File: config.mk
export PLATFORM = sky130hd
export DESIGN_NAME = lru_lookup_cache
export DESIGN_NICKNAME = d
export VERILOG_FILES = /design/src/design/lru_pkg.sv /design/src/design/lru_cell.sv /design/src/design/lru_row.sv /design/src/design/lru_lookup_cache.sv
export VERILOG_INCLUDE_DIRS = /design/src /design/src/design
export SDC_FILE = /design/constraint.sdc
export NUM_CORES = 2
export LEC_CHECK = 0
export ABC_AREA = 1
export BUFFER_PORTS_ARGS = -buffer_cell sky130_fd_sc_hd__clkbuf_2
export CAP_MARGIN = 5
export CORE_MARGIN = 4
export CORE_UTILIZATION = 35
export DETAILED_ROUTE_END_ITERATION = 8
export GPL_ROUTABILITY_DRIVEN = 0
export PLACE_DENSITY_LB_ADDON = 0.08
export SYNTH_ARGS = -nofsm -noshare
export SYNTH_HDL_FRONTEND = slang
export SYNTH_HIERARCHICAL = 1
export SYNTH_SLANG_ARGS = --single-unit
File: constraint.sdc
create_clock -name clock -period 14.9 [get_ports clock]
set_input_delay 0.745 -clock clock [delete_from_list [all_inputs] [get_ports clock]]
set_output_delay 0.745 -clock clock [all_outputs]
set_load 0.02 [all_outputs]
File: src/design/assert_macros.svh
// assertion macros shared by the cache rtl
// no dependencies
`ifndef ASSERT_MACROS_SVH
`define ASSERT_MACROS_SVH

// property must hold at every clock edge outside reset
`define ASSERT_CLK(label, clk, rst, prop, msg) \
   label: assert property (@(posedge clk) disable iff (rst) prop) else $error(msg);

// expression must never be true outside reset
`define ASSERT_NEVER(label, clk, rst, expr, msg) \
   label: assert property (@(posedge clk) disable iff (rst) !(expr)) else $error(msg);

`endif

File: src/design/lru_pkg.sv
// shared types and constants of the lru lookup cache
// no dependencies
package lru_pkg;

   localparam int ENTRIES_DEF    = 16;
   localparam int KEY_BITS_DEF   = 64;
   localparam int VALUE_BITS_DEF = 64;
   localparam int FIELD_W        = 64;
   localparam int CAP_W          = 5;
   localparam logic [CAP_W-1:0] CAP_RESET = 5'd16;

   localparam logic REQ_LOOKUP = 1'b0;
   localparam logic REQ_FILL   = 1'b1;

   localparam logic [1:0] SEL_NONE   = 2'd0;
   localparam logic [1:0] SEL_MATCH  = 2'd1;
   localparam logic [1:0] SEL_VICTIM = 2'd2;
   localparam logic [1:0] SEL_FREE   = 2'd3;

   typedef struct packed {
      logic               req_type;
      logic [FIELD_W-1:0] query_key;
      logic [FIELD_W-1:0] fill_value;
   } lru_req_type;

   typedef struct packed {
      logic               hit;
      logic [FIELD_W-1:0] value_out;
      logic               evicted;
      logic [FIELD_W-1:0] evicted_key;
   } lru_rsp_type;

   typedef struct packed {
      logic       search;
      logic       update;
      logic [1:0] sel;
      logic       write_key;
      logic       write_value;
      logic       age_all;
   } lru_cmd_type;

   typedef struct packed {
      logic hit;
      logic victim;
      logic vacant;
   } lru_link_type;

endpackage

File: src/design/lru_cell.sv
// one cache entry: key, value, valid flag and recency rank
// depends on lru_pkg
module lru_cell import lru_pkg::*; #(
   parameter int ENTRIES    = ENTRIES_DEF,
   parameter int KEY_BITS   = KEY_BITS_DEF,
   parameter int VALUE_BITS = VALUE_BITS_DEF
) (
   input  logic                  clock,
   input  logic                  reset,
   input  lru_cmd_type           cmd,
   input  logic [KEY_BITS-1:0]   bus_key,
   input  logic [VALUE_BITS-1:0] bus_value,
   input  logic [$clog2(ENTRIES)-1:0] victim_rank,
   input  logic [$clog2(ENTRIES)-1:0] limit,
   input  lru_link_type          up_link,
   input  logic [VALUE_BITS-1:0] up_value,
   input  logic [$clog2(ENTRIES)-1:0] up_rank,
   input  logic [KEY_BITS-1:0]   up_key,
   output lru_link_type          dn_link,
   output logic [VALUE_BITS-1:0] dn_value,
   output logic [$clog2(ENTRIES)-1:0] dn_rank,
   output logic [KEY_BITS-1:0]   dn_key
);

   localparam int RANK_W = $clog2(ENTRIES);

   logic                  valid_ff, valid_in;
   logic                  match_ff, match_in;
   logic                  victim_ff, victim_in;
   logic [KEY_BITS-1:0]   key_ff, key_in;
   logic [VALUE_BITS-1:0] value_ff, value_in;
   logic [RANK_W-1:0]     rank_ff, rank_in;
   logic                  match_now;
   logic                  victim_now;
   logic                  target;

   assign match_now  = valid_ff && (key_ff == bus_key);
   assign victim_now = valid_ff && (rank_ff == victim_rank);

   // chain towards the tail of the row
   always_comb begin
      dn_link.hit    = up_link.hit | match_now;
      dn_link.victim = up_link.victim | victim_now;
      dn_link.vacant = up_link.vacant | !valid_ff;
      dn_value       = up_value | (match_now ? value_ff : '0);
      dn_rank        = up_rank | (match_now ? rank_ff : '0);
      dn_key         = up_key | (victim_now ? key_ff : '0);
   end

   always_comb begin
      case (cmd.sel)
         SEL_MATCH:  target = match_ff;
         SEL_VICTIM: target = victim_ff;
         SEL_FREE:   target = !valid_ff && !up_link.vacant;
         default:    target = 1'b0;
      endcase
   end

   always_comb begin
      match_in  = cmd.search ? match_now : match_ff;
      victim_in = cmd.search ? victim_now : victim_ff;
      valid_in  = valid_ff;
      key_in    = key_ff;
      value_in  = value_ff;
      rank_in   = rank_ff;
      if (cmd.update) begin
         if (target) begin
            valid_in = 1'b1;
            rank_in  = '0;
            if (cmd.write_key) begin
               key_in = bus_key;
            end
            if (cmd.write_value) begin
               value_in = bus_value;
            end
         end else if (valid_ff && (cmd.age_all || (rank_ff < limit))) begin
            rank_in = RANK_W'(rank_ff + 1'b1);
         end
      end
   end

   always_ff @(posedge clock) begin
      if (reset) begin
         valid_ff  <= 1'b0;
         match_ff  <= 1'b0;
         victim_ff <= 1'b0;
      end else begin
         valid_ff  <= valid_in;
         match_ff  <= match_in;
         victim_ff <= victim_in;
      end
   end

   always_ff @(posedge clock) begin
      key_ff   <= key_in;
      value_ff <= value_in;
      rank_ff  <= rank_in;
   end

endmodule

File: src/design/lru_row.sv
// row of cache cells linked head to tail, giving the search summary
// depends on lru_pkg and lru_cell
module lru_row import lru_pkg::*; #(
   parameter int ENTRIES    = ENTRIES_DEF,
   parameter int KEY_BITS   = KEY_BITS_DEF,
   parameter int VALUE_BITS = VALUE_BITS_DEF
) (
   input  logic                  clock,
   input  logic                  reset,
   input  lru_cmd_type           cmd,
   input  logic [KEY_BITS-1:0]   bus_key,
   input  logic [VALUE_BITS-1:0] bus_value,
   input  logic [$clog2(ENTRIES)-1:0] victim_rank,
   input  logic [$clog2(ENTRIES)-1:0] limit,
   output lru_link_type          sum_link,
   output logic [VALUE_BITS-1:0] sum_value,
   output logic [$clog2(ENTRIES)-1:0] sum_rank,
   output logic [KEY_BITS-1:0]   sum_key
);

   localparam int RANK_W = $clog2(ENTRIES);

   lru_link_type          link  [ENTRIES+1];
   logic [VALUE_BITS-1:0] value [ENTRIES+1];
   logic [RANK_W-1:0]     rank  [ENTRIES+1];
   logic [KEY_BITS-1:0]   key   [ENTRIES+1];

   assign link[0]  = '0;
   assign value[0] = '0;
   assign rank[0]  = '0;
   assign key[0]   = '0;

   for (genvar i = 0; i < ENTRIES; i++) begin : g_cell
      lru_cell #(
         .ENTRIES    (ENTRIES),
         .KEY_BITS   (KEY_BITS),
         .VALUE_BITS (VALUE_BITS)
      ) u_cell (
         .clock       (clock),
         .reset       (reset),
         .cmd         (cmd),
         .bus_key     (bus_key),
         .bus_value   (bus_value),
         .victim_rank (victim_rank),
         .limit       (limit),
         .up_link     (link[i]),
         .up_value    (value[i]),
         .up_rank     (rank[i]),
         .up_key      (key[i]),
         .dn_link     (link[i+1]),
         .dn_value    (value[i+1]),
         .dn_rank     (rank[i+1]),
         .dn_key      (key[i+1])
      );
   end

   assign sum_link  = link[ENTRIES];
   assign sum_value = value[ENTRIES];
   assign sum_rank  = rank[ENTRIES];
   assign sum_key   = key[ENTRIES];

endmodule

File: src/design/lru_lookup_cache.sv
// Fully associative key/value cache with least-recently-used replacement.
// Depends on lru_pkg, lru_row, lru_cell and assert_macros.svh.
//
// Request channel (req_valid/req_ready/req_payload): a lookup (req_type 0)
// returns the stored value on a hit and makes that entry most recent; a
// fill (req_type 1) stores the key and value as most recent, overwriting a
// present key, or evicting the least recent entry once the cache holds
// csr capacity entries, in which case the evicted key is reported.
// Response channel (rsp_valid/rsp_ready/rsp_payload): one item per request,
// in request order. The capacity register is written through csr_wr_en and
// csr_wr_data; the user must write it only while no request is in flight,
// which the block does not enforce. Zero acts as one and values above the
// entry count saturate. Each request first searches the row of cells,
// where every cell compares its key and the match is chained to the tail,
// then updates ranks and contents. The response is valid the cycle after
// the update, and a new request is taken in the update cycle unless the
// response stalls, so the next one is accepted while the last is updated.
// While the receiver stalls the response holds in its output register and
// the next request finishes its search, then waits in its update cycle.
// Synchronous reset empties the cache and sets the capacity to 16.
module lru_lookup_cache import lru_pkg::*; #(
   parameter int ENTRIES    = ENTRIES_DEF,
   parameter int KEY_BITS   = KEY_BITS_DEF,
   parameter int VALUE_BITS = VALUE_BITS_DEF
) (
   input  logic             clock,
   input  logic             reset,
   input  logic             req_valid,
   output logic             req_ready,
   input  lru_req_type      req_payload,
   output logic             rsp_valid,
   input  logic             rsp_ready,
   output lru_rsp_type      rsp_payload,
   input  logic             csr_wr_en,
   input  logic [CAP_W-1:0] csr_wr_data
);

`include "assert_macros.svh"

   localparam int RANK_W = $clog2(ENTRIES);
   localparam int CNT_W  = $clog2(ENTRIES + 1);
   localparam int CMP_W  = (CNT_W > CAP_W) ? CNT_W : CAP_W;

   localparam logic [1:0] ST_IDLE   = 2'd0;
   localparam logic [1:0] ST_SEARCH = 2'd1;
   localparam logic [1:0] ST_UPDATE = 2'd2;

   logic [1:0]            state_ff, state_in;
   logic                  fill_ff, fill_in;
   logic [KEY_BITS-1:0]   key_ff, key_in;
   logic [VALUE_BITS-1:0] value_ff, value_in;
   logic                  hit_ff, hit_in;
   logic                  found_ff, found_in;
   logic [RANK_W-1:0]     hit_rank_ff, hit_rank_in;
   logic [VALUE_BITS-1:0] hit_value_ff, hit_value_in;
   logic [KEY_BITS-1:0]   victim_key_ff, victim_key_in;
   logic [CNT_W-1:0]      count_ff, count_in;
   logic [CAP_W-1:0]      cap_ff, cap_in;
   lru_rsp_type           rsp_ff, rsp_in;
   logic                  rsp_valid_ff, rsp_valid_in;

   lru_cmd_type           cmd;
   lru_link_type          sum_link;
   logic [VALUE_BITS-1:0] sum_value;
   logic [RANK_W-1:0]     sum_rank;
   logic [KEY_BITS-1:0]   sum_key;
   logic [RANK_W-1:0]     victim_rank;
   logic [RANK_W-1:0]     limit;
   logic [CMP_W-1:0]      cap_wide;
   logic [CMP_W-1:0]      eff_cap;
   logic                  full;
   logic                  update_fire;
   logic                  req_fire;
   logic                  insert;
   lru_rsp_type           rsp_next;

   assign update_fire = (state_ff == ST_UPDATE) && (!rsp_valid_ff || rsp_ready);
   assign req_ready   = (state_ff == ST_IDLE) || update_fire;
   assign req_fire    = req_valid && req_ready;
   assign victim_rank = RANK_W'(count_ff - 1'b1);

   always_comb begin
      cap_wide = CMP_W'(cap_ff);
      if (cap_ff == '0) begin
         eff_cap = CMP_W'(1);
      end else if (cap_wide > CMP_W'(ENTRIES)) begin
         eff_cap = CMP_W'(ENTRIES);
      end else begin
         eff_cap = cap_wide;
      end
      full = CMP_W'(count_ff) >= eff_cap;
   end

   // decide the update from the registered search summary
   always_comb begin
      cmd          = '0;
      limit        = hit_rank_ff;
      insert       = 1'b0;
      rsp_next     = '0;
      rsp_next.hit = hit_ff;
      if (state_ff == ST_SEARCH) begin
         cmd.search = 1'b1;
      end
      if (update_fire) begin
         cmd.update = 1'b1;
         if (fill_ff == REQ_LOOKUP) begin
            cmd.sel = hit_ff ? SEL_MATCH : SEL_NONE;
            if (hit_ff) begin
               rsp_next.value_out = FIELD_W'(hit_value_ff);
            end
         end else if (hit_ff) begin
            cmd.sel         = SEL_MATCH;
            cmd.write_value = 1'b1;
         end else if (full && found_ff) begin
            cmd.sel              = SEL_VICTIM;
            cmd.write_key        = 1'b1;
            cmd.write_value      = 1'b1;
            limit                = victim_rank;
            rsp_next.evicted     = 1'b1;
            rsp_next.evicted_key = FIELD_W'(victim_key_ff);
         end else begin
            cmd.sel         = SEL_FREE;
            cmd.write_key   = 1'b1;
            cmd.write_value = 1'b1;
            cmd.age_all     = 1'b1;
            insert          = 1'b1;
         end
      end
   end

   lru_row #(
      .ENTRIES    (ENTRIES),
      .KEY_BITS   (KEY_BITS),
      .VALUE_BITS (VALUE_BITS)
   ) u_row (
      .clock       (clock),
      .reset       (reset),
      .cmd         (cmd),
      .bus_key     (key_ff),
      .bus_value   (value_ff),
      .victim_rank (victim_rank),
      .limit       (limit),
      .sum_link    (sum_link),
      .sum_value   (sum_value),
      .sum_rank    (sum_rank),
      .sum_key     (sum_key)
   );

   always_comb begin
      state_in = state_ff;
      unique case (state_ff)
         ST_IDLE: begin
            if (req_fire) begin
               state_in = ST_SEARCH;
            end
         end
         ST_SEARCH: begin
            state_in = ST_UPDATE;
         end
         ST_UPDATE: begin
            if (req_fire) begin
               state_in = ST_SEARCH;
            end else if (update_fire) begin
               state_in = ST_IDLE;
            end
         end
         default: begin
            state_in = ST_IDLE;
         end
      endcase
   end

   always_comb begin
      fill_in       = req_fire ? req_payload.req_type : fill_ff;
      key_in        = req_fire ? req_payload.query_key[KEY_BITS-1:0] : key_ff;
      value_in      = req_fire ? req_payload.fill_value[VALUE_BITS-1:0] : value_ff;
      hit_in        = cmd.search ? sum_link.hit : hit_ff;
      found_in      = cmd.search ? sum_link.victim : found_ff;
      hit_rank_in   = cmd.search ? sum_rank : hit_rank_ff;
      hit_value_in  = cmd.search ? sum_value : hit_value_ff;
      victim_key_in = cmd.search ? sum_key : victim_key_ff;
      count_in      = insert ? CNT_W'(count_ff + 1'b1) : count_ff;
      cap_in        = csr_wr_en ? csr_wr_data : cap_ff;
      rsp_in        = update_fire ? rsp_next : rsp_ff;
      rsp_valid_in  = update_fire || (rsp_valid_ff && !rsp_ready);
   end

   always_ff @(posedge clock) begin
      if (reset) begin
         state_ff     <= ST_IDLE;
         count_ff     <= '0;
         cap_ff       <= CAP_RESET;
         rsp_valid_ff <= 1'b0;
      end else begin
         state_ff     <= state_in;
         count_ff     <= count_in;
         cap_ff       <= cap_in;
         rsp_valid_ff <= rsp_valid_in;
      end
   end

   always_ff @(posedge clock) begin
      fill_ff       <= fill_in;
      key_ff        <= key_in;
      value_ff      <= value_in;
      hit_ff        <= hit_in;
      found_ff      <= found_in;
      hit_rank_ff   <= hit_rank_in;
      hit_value_ff  <= hit_value_in;
      victim_key_ff <= victim_key_in;
      rsp_ff        <= rsp_in;
   end

   assign rsp_valid   = rsp_valid_ff;
   assign rsp_payload = rsp_ff;

   `ASSERT_CLK(a_accept_searches, clock, reset, req_fire |=> (state_ff == ST_SEARCH), "accepted item did not start a search")
   `ASSERT_CLK(a_free_slot, clock, reset, (cmd.update && (cmd.sel == SEL_FREE)) |-> sum_link.vacant, "insert with no free cell")
   `ASSERT_CLK(a_lookup_count, clock, reset, (update_fire && (fill_ff == REQ_LOOKUP)) |=> (count_ff == $past(count_ff)), "lookup changed the entry count")
   `ASSERT_NEVER(a_count_bound, clock, reset, CMP_W'(count_ff) > CMP_W'(ENTRIES), "entry count above the number of cells")

endmodule
==> reports/qor.yml <==
worst_setup_path:
  end_kind: "flip-flop"
  reg2reg_depth: 25
  reg2reg_slack_ns: 8.35
  crit_path_max_fanout: 48
  crit_arrival_ns: 7.18
  worstSetupPathType: "reg -> reg"
  cp-start-kind: "flip-flop"
  critPathRequiredTime_ns: 15.53
  regToRegStartpoint: "key_ff[49]"
  r2r-end: "hit_value_ff[23]"
  critical_path.startpoint: "key_ff[49]"
clock_tree:
  htreeDepth: 5
  cts.sinks: 2566
  numCtsBuffers: 311
  tritoncts: "done"
  cts.clk_slew.worst_paths_ns: 0.06
  cts_setup_buffers: 0
  clock-root-buffer: "clkbuf_16"
  worstSkewPairLatency_ns: 0.92
  clock_path_buffers: 4
timing:
  max_slew_margin: 0.1638
  max_freq_mhz: 152.6
  final-hold-violation-count: 0
  setup_viol: 0
  slew_viol_final: 0
  fin_crit_ns: 6.552
  fin_crit_sh: 0.4397
  tns_ns: 0
  worst_slew_pin_slew_ns: 1.254
  skew_ns: 0.04000
  rsz0062_at_grt: "false"
route:
  num_vias: 83010
  ant_nets: 0
  drt_iter0_markers: 6104
  dr.pass1.iters: 6
  via_per_inst: 4.635
  wirelength_mm: 397.2
  drt-wirelength-per-cell_um: 22.18
  drc_errors: 0
min_path:
  hold_path_end: "value_ff[61]"
  whs_path_depth: 1
  hold_path_class: "in -> reg"
  min_from: "req_payload[61]"
floorplanning:
  die_w_um: 615.3
  start_util: 0.3524
  num_rows: 222
  io_pins: 271
  die_y_um: 615.3
  core-area_mm2: 0.3664
  fp.dieArea_mm2: 0.3786
power:
  p_per_area_mw_per_mm2: 112.1
  p_total_mw: 16.57
  ir_drop_uv: 80.88
  p_leak_nw: 63.30
global_routing:
  grt_pass1_wl_mm: 575.7
  antenna_found_initial: 11
  grt_usage: 0.2037
  grt_overflow: 0
  grt_pass1_vias: 82810
  grt_max_degree: 100
finish:
  nNetsFinal: 13050
  synthToLayoutAreaGrowth_pct: 14.48
  final_cells: 17910
  drive_above_1_share: 0.1669
  layout_commonest_cell: "inv_1"
  final_cell_mix: "inv_1, edfxtp_1, nand2_1"
placed_design:
  dpl.cell_count: 17240
  port_buffers: 270
  place_hpwl_mm: 253.3
job:
  maxCapViolCount: 0
synthesis:
  avgSynthCellArea_um2: 10.71
  syn_inst: 12050
  yosysWarnings: 6
  syn-cell-area_mm2: 0.1291
status:
  status: "complete, no violations"
-- how the worst max path moves through the flow --
| stage | end | slack, ns | cells past startpoint |
|---|---|---|---|
| 2_1_floorplan | u_row/g_cell[0].u_cell/match_ff | 3.62 | 4 |
| 3_3_place_gp | hit_value_ff[59] | 8.15 | 25 |
| 3_5_place_dp | hit_value_ff[59] | 8.19 | 25 |
| 4_1_cts | hit_value_ff[59] | 8.19 | 26 |
| 5_1_grt | hit_value_ff[59] | 7.99 | 27 |
| 6_report | hit_value_ff[23] | 8.35 | 25 |
-- flip-flops by register name, indices dropped and copies added, names as in the netlist, 64 cells and up --
signal,cells
u_row/g_cell.u_cell/key_ff,1024
value_ff,64
victim_key_ff,64
rsp_payload,130
u_row/g_cell.u_cell/rank_ff,64
hit_value_ff,64
u_row/g_cell.u_cell/value_ff,1024
key_ff,64
-- per-layer routing --
metal  global-route usage  wire length (µm)  vias up
li1                     -                 -    40180
met4              0.06156             12490        6
met1               0.2754            179700    40750
met3              0.02073             14620      497
met2               0.3451            190400     1570
met5                    0                39        -
-- cell type report --
cell class / count / area [µm²]
diodes: 3 / 7.507
clock inverters: 165 / 1350
fillers: 35390 / 218600
clock buffers: 392 / 8317
inverters: 3068 / 11530
well taps: 4816 / 6026
repair buffers: 585 / 4021
flip-flops and latches: 2566 / 76440
multi-input cells: 6312 / 40090
-- what timing repair did --
item,4_1_cts,5_1_grt
endpoints found under the hold margin,112,0
hold buffers,112,0
gates resized for setup,0,0
-- stage by stage --
stage          instance area (µm²)  setup WS [ns]    util  hold slack (ns)
2_1_floorplan               129600          3.624       -           0.4693
3_3_place_gp                137000          8.148  0.3739           0.4930
3_5_place_dp                137000          8.186  0.3739           0.5094
4_1_cts                     147800          8.192  0.4034         0.001016
5_1_grt                     147800          7.993  0.4034          0.02485
6_report                    147800          8.348  0.4034          0.07204
-- report_power, final --
part	internal, mW	leakage [nW]	total (mW)	switching (mW)
registers	8.05	23.1	8.15	0.0957
logic	0.445	35.5	1.07	0.623
clock network	4.26	4.73	7.36	3.10
total	12.8	63.3	16.6	3.81
-- critical path: stages, from the launching register on --
cell,delay (ns)
edfxtp_1,0.36
buf_4,0.28
inv_1,0.10
nand2_1,0.18
nand4_1,0.17
nor2_1,0.05
nand2_1,0.16
nor2_1,0.27
nand3_4,0.19
buf_4,0.67
buf_4,0.81
o21bai_2,0.08
o21bai_2,0.20
o21bai_2,0.20
o21bai_2,0.20
o21bai_2,0.20
o21bai_2,0.22
o21bai_2,0.21
o21bai_2,0.21
o21bai_2,0.23
o21bai_2,0.20
o21bai_2,0.19
o21bai_2,0.20
o21bai_2,0.19
o21bai_2,0.20
o21bai_2,0.20
Power figures use the tool's default switching activity.
